[config.mk]
export PLATFORM = sky130hd
export DESIGN_NAME = string_to_integer_parser
export DESIGN_NICKNAME = d
export VERILOG_FILES = /design/src/design/stip_pkg.sv /design/src/design/stip_mac.sv /design/src/design/stip_step.sv /design/src/design/stip_finish.sv /design/src/design/string_to_integer_parser.sv
export SDC_FILE = /design/constraint.sdc
export NUM_CORES = 2
export LEC_CHECK = 0
export BUFFER_PORTS_ARGS = -buffer_cell sky130_fd_sc_hd__buf_2
export CAP_MARGIN = 10
export CORE_AREA = 5 5 258 260
export DETAILED_ROUTE_END_ITERATION = 8
export DIE_AREA = 0 0 263 265
export SYNTH_ARGS = -nofsm -noshare
export SYNTH_HDL_FRONTEND = slang
export SYNTH_HIERARCHICAL = 1
export SYNTH_SLANG_ARGS = --single-unit
export TNS_END_PERCENT = 50
[constraint.sdc]
create_clock -name clk -period 7.9 [get_ports clk]
set_clock_uncertainty 0.2 [all_clocks]
set_input_delay 0.79 -clock clk [delete_from_list [all_inputs] [get_ports clk]]
set_output_delay 0.79 -clock clk [all_outputs]
set_load 0.1 [all_outputs]
[src/design/stip_pkg.sv]
// ----------------------------------------------------------------------------
// stip_pkg
// Shared constants, types and character helpers for the string to integer
// parser.
// ----------------------------------------------------------------------------
`default_nettype none

package stip_pkg;

  // string length limit and derived widths
  localparam int MAX_CHARS = 1024;
  localparam int POS_W     = $clog2(MAX_CHARS + 1);
  localparam int END_W     = 11;
  localparam int VALUE_W   = 64;
  localparam int BASE_W    = 6;
  localparam int DIG_W     = 7;
  localparam int CHAR_W    = 8;
  localparam int CFG_IDX_W = 1;

  // digit code for a byte that is no digit or letter
  localparam logic [DIG_W-1:0] NOT_DIGIT = 7'd99;

  // radix values
  localparam logic [BASE_W-1:0] BASE_AUTO = 6'd0;
  localparam logic [BASE_W-1:0] BASE_OCT  = 6'd8;
  localparam logic [BASE_W-1:0] BASE_DEC  = 6'd10;
  localparam logic [BASE_W-1:0] BASE_HEX  = 6'd16;

  // register reset values
  localparam logic [BASE_W-1:0] RST_NUMBER_BASE   = BASE_DEC;
  localparam logic              RST_SIGNED_RESULT = 1'b1;

  // signed limits
  localparam logic [VALUE_W-1:0] SIGNED_MAX = {1'b0, {(VALUE_W-1){1'b1}}};
  localparam logic [VALUE_W-1:0] SIGNED_MIN = {1'b1, {(VALUE_W-1){1'b0}}};

  // character codes
  localparam logic [CHAR_W-1:0] CH_SPACE = 8'h20;
  localparam logic [CHAR_W-1:0] CH_TAB   = 8'h09;
  localparam logic [CHAR_W-1:0] CH_CR    = 8'h0D;
  localparam logic [CHAR_W-1:0] CH_PLUS  = 8'h2B;
  localparam logic [CHAR_W-1:0] CH_MINUS = 8'h2D;
  localparam logic [CHAR_W-1:0] CH_0     = 8'h30;
  localparam logic [CHAR_W-1:0] CH_9     = 8'h39;
  localparam logic [CHAR_W-1:0] CH_UA    = 8'h41;
  localparam logic [CHAR_W-1:0] CH_UZ    = 8'h5A;
  localparam logic [CHAR_W-1:0] CH_LA    = 8'h61;
  localparam logic [CHAR_W-1:0] CH_LZ    = 8'h7A;
  localparam logic [CHAR_W-1:0] CH_UX    = 8'h58;
  localparam logic [CHAR_W-1:0] CH_LX    = 8'h78;
  localparam logic [CHAR_W-1:0] LETTER_OFS = 8'd10;

  // configuration register indexes
  typedef enum logic [CFG_IDX_W-1:0] {
    CFG_NUMBER_BASE   = 1'b0,
    CFG_SIGNED_RESULT = 1'b1
  } cfg_index_t;

  // parse phase
  typedef enum logic [2:0] {
    PH_SPACE  = 3'd0,
    PH_SIGNED = 3'd1,
    PH_ZERO   = 3'd2,
    PH_ZEROX  = 3'd3,
    PH_DIGITS = 3'd4,
    PH_DONE   = 3'd5
  } phase_t;

  // raw outcome of one string, handed to the result stage
  typedef struct packed {
    logic [VALUE_W-1:0] acc;
    logic               ovf;
    logic               neg;
    logic [POS_W-1:0]   num_end;
  } cand_t;

  // digit value of a byte, NOT_DIGIT when it has none
  function automatic logic [DIG_W-1:0] digit_of(input logic [CHAR_W-1:0] c);
    logic [DIG_W-1:0] d;
    if (c >= CH_0 && c <= CH_9) begin
      d = DIG_W'(c - CH_0);
    end else if (c >= CH_LA && c <= CH_LZ) begin
      d = DIG_W'(c - CH_LA + LETTER_OFS);
    end else if (c >= CH_UA && c <= CH_UZ) begin
      d = DIG_W'(c - CH_UA + LETTER_OFS);
    end else begin
      d = NOT_DIGIT;
    end
    return d;
  endfunction

  // space, tab, line feed, vertical tab, form feed, carriage return
  function automatic logic is_space(input logic [CHAR_W-1:0] c);
    return (c == CH_SPACE) || (c >= CH_TAB && c <= CH_CR);
  endfunction

endpackage

`default_nettype wire

[src/design/stip_mac.sv]
// ----------------------------------------------------------------------------
// stip_mac
// Multiply-add of the accumulated value by the radix plus one digit, with a
// carry out that flags overflow of the 64-bit value.
// ----------------------------------------------------------------------------
`default_nettype none

module stip_mac (
  input  wire logic [stip_pkg::VALUE_W-1:0] acc,
  input  wire logic [stip_pkg::BASE_W-1:0]  base,
  input  wire logic [stip_pkg::DIG_W-1:0]   digit,
  output logic      [stip_pkg::VALUE_W-1:0] sum,
  output logic                              carry
);

  localparam int PROD_W = stip_pkg::VALUE_W + stip_pkg::BASE_W;
  localparam int FULL_W = PROD_W + 1;

  logic [PROD_W-1:0] prod;
  logic [FULL_W-1:0] full;

  // product and digit add, anything above bit 63 is an overflow
  assign prod  = PROD_W'(acc) * PROD_W'(base);
  assign full  = FULL_W'(prod) + FULL_W'(digit);
  assign sum   = full[stip_pkg::VALUE_W-1:0];
  assign carry = |full[FULL_W-1:stip_pkg::VALUE_W];

endmodule

`default_nettype wire

[src/design/stip_step.sv]
// ----------------------------------------------------------------------------
// stip_step
// Input register and per-character parse step: white space, sign, prefix
// detection and digit accumulation, one character a cycle while not stalled.
// ----------------------------------------------------------------------------
`default_nettype none

module stip_step (
  input  wire logic                                clk,
  input  wire logic                                rst_n,
  input  wire logic                                in_valid,
  output logic                                     in_ready,
  input  wire logic [stip_pkg::CHAR_W-1:0]         in_char_code,
  input  wire logic                                in_last_char,
  input  wire logic [stip_pkg::BASE_W-1:0]         number_base,
  output logic                                     cand_valid,
  input  wire logic                                cand_ready,
  output stip_pkg::cand_t                          cand
);

  // input register
  logic                          s1_valid_r;
  logic [stip_pkg::CHAR_W-1:0]   ch_r;
  logic                          last_r;
  logic                          go;

  // string state
  stip_pkg::phase_t              phase_r, phase_nxt;
  logic                          neg_r, neg_nxt;
  logic [stip_pkg::VALUE_W-1:0]  acc_r, acc_nxt;
  logic                          ovf_r, ovf_nxt;
  logic [stip_pkg::BASE_W-1:0]   abase_r, abase_nxt;
  logic [stip_pkg::POS_W-1:0]    pos_r, pos_nxt;
  logic [stip_pkg::POS_W-1:0]    end_r, end_nxt;

  // step datapath
  logic [stip_pkg::DIG_W-1:0]    dig;
  logic [stip_pkg::BASE_W-1:0]   mac_base;
  logic [stip_pkg::VALUE_W-1:0]  mac_sum;
  logic                          mac_carry;
  logic                          try_digit;
  logic                          take_ok;
  logic                          first_zero;
  logic [stip_pkg::BASE_W-1:0]   first_base;
  stip_pkg::phase_t              first_phase;

  // stall only when a final character meets a full result stage
  assign go       = s1_valid_r && (!last_r || cand_ready);
  assign in_ready = !s1_valid_r || go;

  always_ff @(posedge clk) begin
    if (!rst_n) begin
      s1_valid_r <= 1'b0;
    end else if (in_ready) begin
      s1_valid_r <= in_valid;
    end
  end

  always_ff @(posedge clk) begin
    if (in_valid && in_ready) begin
      ch_r   <= in_char_code;
      last_r <= in_last_char;
    end
  end

  // digit decode and first-character radix choice
  assign dig        = stip_pkg::digit_of(ch_r);
  assign first_zero = (number_base == stip_pkg::BASE_AUTO ||
                       number_base == stip_pkg::BASE_HEX) && ch_r == stip_pkg::CH_0;
  always_comb begin
    if (first_zero) begin
      first_base = (number_base == stip_pkg::BASE_AUTO) ? stip_pkg::BASE_OCT
                                                        : stip_pkg::BASE_HEX;
    end else begin
      first_base = (number_base == stip_pkg::BASE_AUTO) ? stip_pkg::BASE_DEC
                                                        : number_base;
    end
  end

  assign take_ok     = try_digit && (dig < stip_pkg::DIG_W'(mac_base));
  assign first_phase = !take_ok ? stip_pkg::PH_DONE :
                       first_zero ? stip_pkg::PH_ZERO : stip_pkg::PH_DIGITS;

  stip_mac u_mac (
    .acc   (acc_r),
    .base  (mac_base),
    .digit (dig),
    .sum   (mac_sum),
    .carry (mac_carry)
  );

  // next state of the parse
  always_comb begin
    phase_nxt = phase_r;
    neg_nxt   = neg_r;
    abase_nxt = abase_r;
    acc_nxt   = acc_r;
    ovf_nxt   = ovf_r;
    end_nxt   = end_r;
    mac_base  = abase_r;
    try_digit = 1'b0;

    pos_nxt = (pos_r < stip_pkg::POS_W'(stip_pkg::MAX_CHARS)) ? pos_r + 1'b1 : pos_r;

    unique case (phase_r)
      stip_pkg::PH_SPACE: begin
        if (stip_pkg::is_space(ch_r)) begin
          phase_nxt = stip_pkg::PH_SPACE;
        end else if (ch_r == stip_pkg::CH_PLUS || ch_r == stip_pkg::CH_MINUS) begin
          neg_nxt   = (ch_r == stip_pkg::CH_MINUS);
          phase_nxt = stip_pkg::PH_SIGNED;
        end else begin
          mac_base  = first_base;
          abase_nxt = first_base;
          try_digit = 1'b1;
          phase_nxt = first_phase;
        end
      end
      stip_pkg::PH_SIGNED: begin
        mac_base  = first_base;
        abase_nxt = first_base;
        try_digit = 1'b1;
        phase_nxt = first_phase;
      end
      stip_pkg::PH_ZERO: begin
        if (ch_r == stip_pkg::CH_LX || ch_r == stip_pkg::CH_UX) begin
          phase_nxt = stip_pkg::PH_ZEROX;
        end else begin
          try_digit = 1'b1;
          phase_nxt = take_ok ? stip_pkg::PH_DIGITS : stip_pkg::PH_DONE;
        end
      end
      stip_pkg::PH_ZEROX: begin
        mac_base  = stip_pkg::BASE_HEX;
        try_digit = 1'b1;
        abase_nxt = take_ok ? stip_pkg::BASE_HEX : stip_pkg::BASE_AUTO;
        phase_nxt = take_ok ? stip_pkg::PH_DIGITS : stip_pkg::PH_DONE;
      end
      stip_pkg::PH_DIGITS: begin
        try_digit = 1'b1;
        phase_nxt = take_ok ? stip_pkg::PH_DIGITS : stip_pkg::PH_DONE;
      end
      default: begin
        phase_nxt = phase_r;
      end
    endcase

    // digit accepted: accumulate, sticky overflow, mark number end
    if (take_ok) begin
      acc_nxt = mac_sum;
      ovf_nxt = ovf_r | mac_carry;
      end_nxt = pos_nxt;
    end
  end

  // state register, cleared after the final character
  always_ff @(posedge clk) begin
    if (!rst_n || (go && last_r)) begin
      phase_r <= stip_pkg::PH_SPACE;
      neg_r   <= 1'b0;
      acc_r   <= '0;
      ovf_r   <= 1'b0;
      abase_r <= stip_pkg::BASE_AUTO;
      pos_r   <= '0;
      end_r   <= '0;
    end else if (go) begin
      phase_r <= phase_nxt;
      neg_r   <= neg_nxt;
      acc_r   <= acc_nxt;
      ovf_r   <= ovf_nxt;
      abase_r <= abase_nxt;
      pos_r   <= pos_nxt;
      end_r   <= end_nxt;
    end
  end

  // outcome of the string on its final character
  assign cand_valid   = go && last_r;
  assign cand.acc     = acc_nxt;
  assign cand.ovf     = ovf_nxt;
  assign cand.neg     = neg_nxt;
  assign cand.num_end = end_nxt;

endmodule

`default_nettype wire

[src/design/stip_finish.sv]
// ----------------------------------------------------------------------------
// stip_finish
// Holds the outcome of a string, applies signed or unsigned range handling
// and presents the result in the output register.
// ----------------------------------------------------------------------------
`default_nettype none

module stip_finish (
  input  wire logic                            clk,
  input  wire logic                            rst_n,
  input  wire logic                            cand_valid,
  output logic                                 cand_ready,
  input  wire stip_pkg::cand_t                 cand,
  input  wire logic                            signed_result,
  output logic                                 out_valid,
  input  wire logic                            out_ready,
  output logic [stip_pkg::VALUE_W-1:0]         out_value,
  output logic [stip_pkg::END_W-1:0]           out_end_offset,
  output logic                                 out_range_error
);

  logic                          pend_valid_r;
  stip_pkg::cand_t               pend_r;
  logic                          out_valid_r;
  logic [stip_pkg::VALUE_W-1:0]  value_r, value_nxt;
  logic [stip_pkg::END_W-1:0]    end_off_r, end_off_nxt;
  logic                          rng_r, rng_nxt;
  logic                          out_load;
  logic [stip_pkg::VALUE_W-1:0]  lim;
  logic [stip_pkg::VALUE_W-1:0]  signed_val;

  assign out_load   = !out_valid_r || out_ready;
  assign cand_ready = !pend_valid_r || out_load;

  // pending outcome register
  always_ff @(posedge clk) begin
    if (!rst_n) begin
      pend_valid_r <= 1'b0;
    end else if (cand_ready) begin
      pend_valid_r <= cand_valid;
    end
  end

  always_ff @(posedge clk) begin
    if (cand_valid && cand_ready) begin
      pend_r <= cand;
    end
  end

  // clamp or wrap the value
  assign lim        = pend_r.neg ? stip_pkg::SIGNED_MIN : stip_pkg::SIGNED_MAX;
  assign signed_val = pend_r.neg ? (stip_pkg::VALUE_W'(0) - pend_r.acc) : pend_r.acc;

  always_comb begin
    value_nxt   = signed_val;
    rng_nxt     = 1'b0;
    end_off_nxt = stip_pkg::END_W'(pend_r.num_end);
    if (pend_r.num_end == '0) begin
      value_nxt = '0;
    end else if (signed_result) begin
      if (pend_r.ovf || pend_r.acc > lim) begin
        value_nxt = lim;
        rng_nxt   = 1'b1;
      end
    end else if (pend_r.ovf) begin
      value_nxt = '1;
      rng_nxt   = 1'b1;
    end
  end

  // output register
  always_ff @(posedge clk) begin
    if (!rst_n) begin
      out_valid_r <= 1'b0;
    end else if (out_load) begin
      out_valid_r <= pend_valid_r;
    end
  end

  always_ff @(posedge clk) begin
    if (pend_valid_r && out_load) begin
      value_r   <= value_nxt;
      end_off_r <= end_off_nxt;
      rng_r     <= rng_nxt;
    end
  end

  assign out_valid       = out_valid_r;
  assign out_value       = value_r;
  assign out_end_offset  = end_off_r;
  assign out_range_error = rng_r;

endmodule

`default_nettype wire

[src/design/string_to_integer_parser.sv]
// Path: input register, pending outcome register, then output register.
// Throughput: one character per cycle, limited by the digit multiply-add loop,
// but a final character stalls while the result stage is full.
// Reset: synchronous active-low; clears parse state and pipeline valids,
// number_base returns to 10 and signed_result to 1.
// ----------------------------------------------------------------------------
// string_to_integer_parser
// Converts a byte stream to a 64-bit integer in strtoll / strtoull fashion,
// one result per string on its final character.
// ----------------------------------------------------------------------------
`default_nettype none

module string_to_integer_parser (
  input  wire logic                              clk,
  input  wire logic                              rst_n,
  input  wire logic                              cfg_valid,
  output logic                                   cfg_ready,
  input  wire logic [stip_pkg::CFG_IDX_W-1:0]    cfg_index,
  input  wire logic [stip_pkg::BASE_W-1:0]       cfg_data,
  input  wire logic                              in_valid,
  output logic                                   in_ready,
  input  wire logic [stip_pkg::CHAR_W-1:0]       in_char_code,
  input  wire logic                              in_last_char,
  output logic                                   out_valid,
  input  wire logic                              out_ready,
  output logic [stip_pkg::VALUE_W-1:0]           out_value,
  output logic [stip_pkg::END_W-1:0]             out_end_offset,
  output logic                                   out_range_error
);

  logic [stip_pkg::BASE_W-1:0]  number_base_r;
  logic                         signed_result_r;
  logic                         cand_valid;
  logic                         cand_ready;
  stip_pkg::cand_t              cand;

  // configuration registers, every write transfer is taken at once
  assign cfg_ready = 1'b1;

  always_ff @(posedge clk) begin
    if (!rst_n) begin
      number_base_r   <= stip_pkg::RST_NUMBER_BASE;
      signed_result_r <= stip_pkg::RST_SIGNED_RESULT;
    end else if (cfg_valid) begin
      unique case (stip_pkg::cfg_index_t'(cfg_index))
        stip_pkg::CFG_NUMBER_BASE:   number_base_r   <= cfg_data;
        stip_pkg::CFG_SIGNED_RESULT: signed_result_r <= cfg_data[0];
        default:                     number_base_r   <= number_base_r;
      endcase
    end
  end

  // character step
  stip_step u_step (
    .clk          (clk),
    .rst_n        (rst_n),
    .in_valid     (in_valid),
    .in_ready     (in_ready),
    .in_char_code (in_char_code),
    .in_last_char (in_last_char),
    .number_base  (number_base_r),
    .cand_valid   (cand_valid),
    .cand_ready   (cand_ready),
    .cand         (cand)
  );

  // range handling and result register
  stip_finish u_finish (
    .clk             (clk),
    .rst_n           (rst_n),
    .cand_valid      (cand_valid),
    .cand_ready      (cand_ready),
    .cand            (cand),
    .signed_result   (signed_result_r),
    .out_valid       (out_valid),
    .out_ready       (out_ready),
    .out_value       (out_value),
    .out_end_offset  (out_end_offset),
    .out_range_error (out_range_error)
  );

endmodule

`default_nettype wire
**After elaboration in Yosys (flattened, before gate mapping)**

Index checks and enable logic that the tools add are counted.

- Register bits: 269
- Bits of input ports: 21
- Output and inout port bits: 79
- Logic and storage cells: 129

- Add/subtract/negate cells: 8
- Multiply operators: 1
- $lt $le $gt $ge: 11
- Eq/ne operators: 11
- Multiplexer cells: 37
- Bitwise operators: 2
- Reduce and logical (&&, ||, !) cells: 38

Operators by type and width:

| kind | number |
|---|---|
| 64-bit 2-to-1 mux | 6 |
| 70-bit by 7-bit adder with 71-bit output | 1 |
| 64-bit by 6-bit multiplier with 70-bit output | 1 |
| 64-bit greater-than comparator | 1 |
| 1-bit by 64-bit subtractor with 64-bit output (first input constant) | 1 |
| 6-bit one-hot mux with 3 select lines | 2 |
| 8-bit by 6-bit == test with 1-bit output (second input constant) | 4 |
| 6-bit 2-to-1 mux | 4 |
| 11-bit 2-to-1 mux | 2 |
| 7-bit 2-to-1 mux | 3 |
| 8-bit by 7-bit == test with 1-bit output (second input constant) | 2 |
| 8-bit by 7-bit greater-or-equal comparator with 1-bit output (second input constant) | 2 |
| 8-bit by 7-bit <= comparator with 1-bit output (second input constant) | 2 |
| 3-bit 2-to-1 mux | 5 |
| 7-bit by 4-bit adder with 7-bit output (second input constant) | 2 |
| 7-bit subtractor (second input constant) | 2 |
| 3-bit one-hot mux with 4 select lines | 1 |
| 11-bit by 1-bit adder with 11-bit output (second input constant) | 1 |
| 1-bit logical AND | 11 |
| 11-bit zero test | 1 |
| 11-bit < comparator (second input constant) | 1 |
| 1-bit 2-to-1 mux | 11 |
| 1-bit logical OR | 10 |
| 5-bit 2-to-1 mux | 2 |
| 22 further kinds | 30 |

**Longest topological paths before layout**

- Depth after elaboration: 13
- Mapped depth: 33
- Depth with buffers taken out: 32

**By module**

Netlist, hierarchy kept.

Modules (own cells, without submodules):

| module | instances | cells an instance | area each (um^2) | sequential area each (um^2) |
|---|---|---|---|---|
| stip_mac | 1 | 1421 | 12949.9 | 0.0 |
| stip_finish | 1 | 611 | 7816.2 | 4634.4 |
| stip_step | 1 | 854 | 6044.5 | 2232.1 |
| string_to_integer_parser | 1 | 33 | 309.0 | 140.1 |

**Worst setup path after synthesis**

Ideal clock, no wire load.

- Path type: register to register
- Start: reg u_step/ch_r[0] (netlist bit)
- End: reg u_finish/pend_r[12] (netlist bit), data pin
- Setup time: 0.251 ns
- Arrival time: 7.264 ns
- Data required time: 7.449 ns
- Slack: 0.185 ns
- Stages on the path, launching flop included: 32
- Buffers on the path: 2
- Clock period less this slack: 7.715 ns
- Cell sequence: edfxtp_1 inv_1 ha_1 nand3b_1 a22oi_1 o32ai_4 or2_2 o21bai_1 nand2_1 nand2_1 o21ai_0 clkbuf_1 and2_1 fa_1 inv_1 fa_1 inv_1 fa_1 fa_1 ha_1 o211ai_2 o211ai_2 o211ai_1 a41o_1 o31a_2 o21ba_4 o41ai_4 xnor2_1 nor4_2 nand4_1 a21o_1 buf_4

- Word-level cells in the longest chain between the ends: 11
- Elaborated cells on any way between the ends: 45
- Classes of those cells: add/sub: 6; mul: 1; order compare: 9; eq/ne: 6; mux: 12; bitwise: 1; reduce/logical: 10

RTL lines:

| item | RTL line | text |
|---|---|---|
| start: declaration | stip_step.sv:23 | `logic [stip_pkg::CHAR_W-1:0] ch_r;` |
| start signal: assignment | stip_step.sv:61 | `ch_r <= in_char_code;` |
| parallel branches: the longest is 5 deep, another holds 8-bit by 4-bit greater-or-equal comparator with 1-bit output | n/a |  |
| 6-bit one-hot mux with 3 select lines (*) | stip_step.sv:105 | `unique case (phase_r)` |
| via u_step.mac_base, one bit | stip_step.sv:38 | `logic [stip_pkg::BASE_W-1:0] mac_base;` |
| 64-bit by 6-bit multiplier with 70-bit output (*) | stip_mac.sv:23 | `assign prod = PROD_W'(acc) * PROD_W'(base);` |
| 70-bit by 7-bit adder with 71-bit output (*) | stip_mac.sv:24 | `assign full = FULL_W'(prod) + FULL_W'(digit);` |
| 7-bit OR reduction (*) | stip_mac.sv:26 | `assign carry = \|full[FULL_W-1:stip_pkg::VALUE_W];` |
| via u_step.mac_carry | stip_step.sv:40 | `logic mac_carry;` |
| 1-bit bitwise OR (*) | stip_step.sv:151 | `ovf_nxt = ovf_r \| mac_carry;` |
| 1-bit 2-to-1 mux (*) | stip_step.sv:149 | `if (take_ok) begin` |
| via u_step.ovf_nxt | stip_step.sv:31 | `logic ovf_r, ovf_nxt;` |
| end signal: assignment | stip_finish.sv:46 | `pend_r <= cand;` |
| end: declaration | stip_finish.sv:23 | `stip_pkg::cand_t pend_r;` |

Mark *: on every way through the listed nets, which the timed path passes.
A chain may end at the register's enable or synchronous reset.

==> qor.txt <==
=================================================================================
Status                                                                  completed
Required time at the worst-slack endpoint                                 8.02 ns
Clock Power Share                                                           0.444
Total net switching power                                                 1030 uW
Max H-tree Level                                                                2
Synth top area share                                                        0.187
Register clock-pin slew on the reported worst setup and hold paths        0.06 ns
Switching share of total power                                              0.283
Number of vias per cell after detailed routing                               5.64
Cell Area, Synth                                                       27100 um^2
Worst Setup SP                                                       u_step/ch_r[1]$_DFFE_PP_
Horizontal extent of the die                                               263 um
Hold Slack                                                               0.211 ns
Most numerous cell types in the synthesized netlist                  380 x sky130_fd_sc_hd__and2_1, 336 x sky130_fd_sc_hd__nand2_1, 264 x sky130_fd_sc_hd__a21oi_1
Transition time of the tightest slew-check pin                            1.15 ns
Cell internal pwr                                                         2600 uW
Aggregate global-route resource usage                                       0.211
Post-synthesis async set-or-reset flop share                                    0
Initial Utilization                                                         0.425
Antenna-violating nets left                                                     0
Crit Reg-Reg Endpoint                                                u_finish/pend_r[12]$_DFFE_PP_
Global-route wire length before repair                                  122000 um
Root buffer selected by CTS                                          sky130_fd_sc_hd__clkbuf_16
Post-Syn Area per Cell                                                  9.29 um^2
Boundary pin count                                                            100
Initial antenna violation count                                                 1
Core area                                                              63900 um^2
Buffers from clock root to sink, at most                                        3
Number of setup violations in the final report                                  0
Flop and latch count out of synthesis                                         269
Utilization of the core after routing                                       0.482
Syn Nets                                                                     3421
Area contributors post-synth                                         sky130_fd_sc_hd__fa_1 19%, sky130_fd_sc_hd__edfxtp_1 18%, sky130_fd_sc_hd__ha_1 11%
Diode insertion count for antenna repair                                        0
Hold Fails Final Rpt                                                            0
Min-Delay Startpoint                                                 in_last_char
Total vias in the final route                                               21940
Type of element launching the critical path                             flip-flop
Area of the die                                                        69700 um^2
Pin count of the biggest net entering global routing                          142
Vias in the first global route                                              22321
Distinct cell type count after synthesis                                       91
GP Congestion                                                               0.918
Hold path cells                                                                 1
Clock buffers created by TritonCTS                                             34
FMAX                                                                    0.131 GHz
Detailed Route Iter0 Violations                                              1671
Total DRC errors in the routed layout                                           0
Type of the worst setup path                                           reg -> reg
Number of enable flip-flop cells after synthesis                              162
Synth-to-layout area growth                                                 13.4%
Power consumption                                                         3620 uW
Crit Path Max Fanout                                                            5
Relative slew slack                                                         0.234
Top-count cell post-synth                                            sky130_fd_sc_hd__and2_1
Number of optimization iterations in the first detailed-route pass              6
# clock sinks                                                                 269
Predominant post-synthesis flop cell                                 sky130_fd_sc_hd__edfxtp_1
Internal reg-to-reg setup slack                                           0.24 ns
Cell row count                                                                 93
Post-Syn Instances                                                           2919
Proportion of power drawn by flip-flops and latches                         0.423
Post-route clock period utilization                                         0.969
Detail Placement HPWL                                                    56000 um
Number of cells on the worst reg-to-reg path                                   26
Critical Path Sink Type                                                 flip-flop
Startpoint of the worst register-to-register path                    u_step/ch_r[1]$_DFFE_PP_
Sequential fraction of the synthesis area                                   0.258
WL/cell                                                                   19.3 um
Gate power share                                                            0.133
Maximum resistive drop on vdd                                             99.8 uV
Total wire length                                                        75100 um
Destination of the worst hold path                                   u_step/last_r$_DFFE_PP_
Max capacitance violation total                                                 0
Leakage power of the design                                             0.0140 uW
Minimum clock period after layout                                         7.66 ns
Layout cells sized above 1                                                  0.127
Path category of the worst min-delay check                              in -> reg
Yosys warnings                                                                  6
Endpoint arrival time on the critical path                                7.77 ns
TritonCTS clock tree                                                          yes
Hold-fix buffers, CTS                                                           0
Die boundary height                                                        265 um
Slew Viols, Final                                                               0
Count of input and output buffers                                              98
Overflow left after global routing                                              0
NumNets Final                                                                3512
Post-synthesis cell type with the largest combined area              sky130_fd_sc_hd__fa_1
Clock latency at the later pin of the worst-skew pair                     0.57 ns
Power per standard cell area                                          118 nW/um^2
=================================================================================
==> worst max-delay path: stages (launching register included) <==
cell	delay [ns]
sky130_fd_sc_hd__edfxtp_1	0.38
sky130_fd_sc_hd__inv_1	0.12
sky130_fd_sc_hd__ha_4	0.15
sky130_fd_sc_hd__or4b_4	0.50
sky130_fd_sc_hd__o32ai_4	0.37
sky130_fd_sc_hd__o21bai_2	0.11
sky130_fd_sc_hd__and2_1	0.24
sky130_fd_sc_hd__a22o_2	0.34
sky130_fd_sc_hd__and2_1	0.17
sky130_fd_sc_hd__fa_1	0.53
sky130_fd_sc_hd__inv_1	0.05
sky130_fd_sc_hd__fa_1	0.47
sky130_fd_sc_hd__inv_1	0.05
sky130_fd_sc_hd__fa_1	0.55
sky130_fd_sc_hd__fa_1	0.47
sky130_fd_sc_hd__ha_4	0.32
sky130_fd_sc_hd__o211ai_2	0.11
sky130_fd_sc_hd__o211ai_2	0.20
sky130_fd_sc_hd__o211ai_1	0.16
sky130_fd_sc_hd__a41o_1	0.28
sky130_fd_sc_hd__o31a_2	0.34
sky130_fd_sc_hd__o21ba_4	0.26
sky130_fd_sc_hd__o41ai_4	0.36
sky130_fd_sc_hd__xnor2_1	0.11
sky130_fd_sc_hd__nor4_2	0.22
sky130_fd_sc_hd__nand4_1	0.16
sky130_fd_sc_hd__a21o_1	0.18
==> timing repair <==
action,in CTS,in global routing
setup buffers,0,15
setup endpoints to repair,6,50
cloned,1,1
pin swaps,3,38
gates resized for setup,13,107
==> layout by cell type (no fill, tap or decap), drive strengths merged, types with 7 or more instances in the layout <==
master / n
xnor2: 48
a31oi: 14
buf: 216
a22oi: 8
o31ai: 22
dfxtp: 107
or4: 18
a21oi: 265
a21o: 35
o41ai: 14
nand3b: 7
o21ai: 178
nor2b: 19
nor2: 101
a221oi: 8
and2: 381
or2: 13
inv: 80
clkbuf: 42
fa: 253
edfxtp: 162
xor2: 98
nand2: 336
clkinv: 14
nor3: 23
and3: 10
nand3: 98
o21a: 17
o21bai: 22
nand2b: 7
ha: 228
or3: 17
mux2i: 8
nand4: 47
o211ai: 14
nor4: 14
a211oi: 19
==> cell families (layout without fill, tap and decap cells) <==
logic type                 count (synthesis)  after routing  synth area share
AOI/OAI and AO/OA                        662            662             0.149
DFF                                      269            269             0.258
muxes                                      8              8           0.00295
buffers and inverters                    242            359            0.0358
and+or+nand+nor                         1110           1110             0.215
other                                      1              1          0.000138
xor gates and xnor gates                 146            146            0.0472
adders and majority gates                481            481             0.292
==> stage by stage <==
step           setup TNS [ns]  setup WS [ns]  std cells  cell area, um^2
2_1_floorplan               0          0.185       2919            27100
5_1_grt                -0.261        -0.0662       3891            30800
4_1_cts                     0         0.0365       3874            30100
3_3_place_gp           -0.737         -0.213       3811            28900
3_5_place_dp           -0.964         -0.236       3811            28900
6_report                    0          0.244       3891            30800
==> flip-flops by register name, summed over array words and instances, names as in the netlist, 6 cells and up <==
register / cells
u_finish/out_value: 64
u_step/ch_r: 8
u_step/acc_r: 64
u_finish/pend_r: 66
u_finish/end_off_nxt: 11
u_finish/out_end_offset: 11
u_step/abase_r: 6
u_step/pos_r: 11
number_base_r: 6
u_step/end_r: 11
==> power by group through the flow <==
| stage | Clock [uW] | Sequential, uW | Combinational [uW] |
|---|---|---|---|
| final | 1610 | 1530 | 481 |
| after global routing | 1720 | 1540 | 522 |
| after CTS | 1650 | 1530 | 461 |
| after detailed placement | 0 | 1560 | 450 |
| after global placement | 0 | 1560 | 442 |
| after floorplan | 0 | 1620 | 258 |
==> layout make-up <==
| class | instances | area [um^2] |
|---|---|---|
| Inverter | 80 | 303 |
| Sequential cell | 269 | 7010 |
| Fill cell | 5978 | 33100 |
| Tap cell | 855 | 1070 |
| Multi-Input combinational cell | 2408 | 19700 |
| Timing Repair Buffer | 217 | 1550 |
| Clock inverter | 21 | 262 |
| Clock buffer | 41 | 887 |
==> routing by layer <==
layer | GRT usage | wire length (um)
met2 | 0.355 | 35900
met4 | 0.0540 | 1810
met1 | 0.291 | 33500
met3 | 0.0269 | 3850
met5 | 0 | 0
==> worst max-delay path by stage <==
stage                                          to  slack, ns  cells after the start
global placement    u_finish/pend_r[76]$_DFFE_PP_      -0.21                     25
floorplan           u_finish/pend_r[12]$_DFFE_PP_       0.19                     31
detailed placement  u_finish/pend_r[76]$_DFFE_PP_      -0.24                     29
global route        u_finish/pend_r[12]$_DFFE_PP_      -0.07                     26
finish              u_finish/pend_r[12]$_DFFE_PP_       0.24                     26
CTS                 u_finish/pend_r[76]$_DFFE_PP_       0.04                     27
Power figures use the tool's default switching activity.
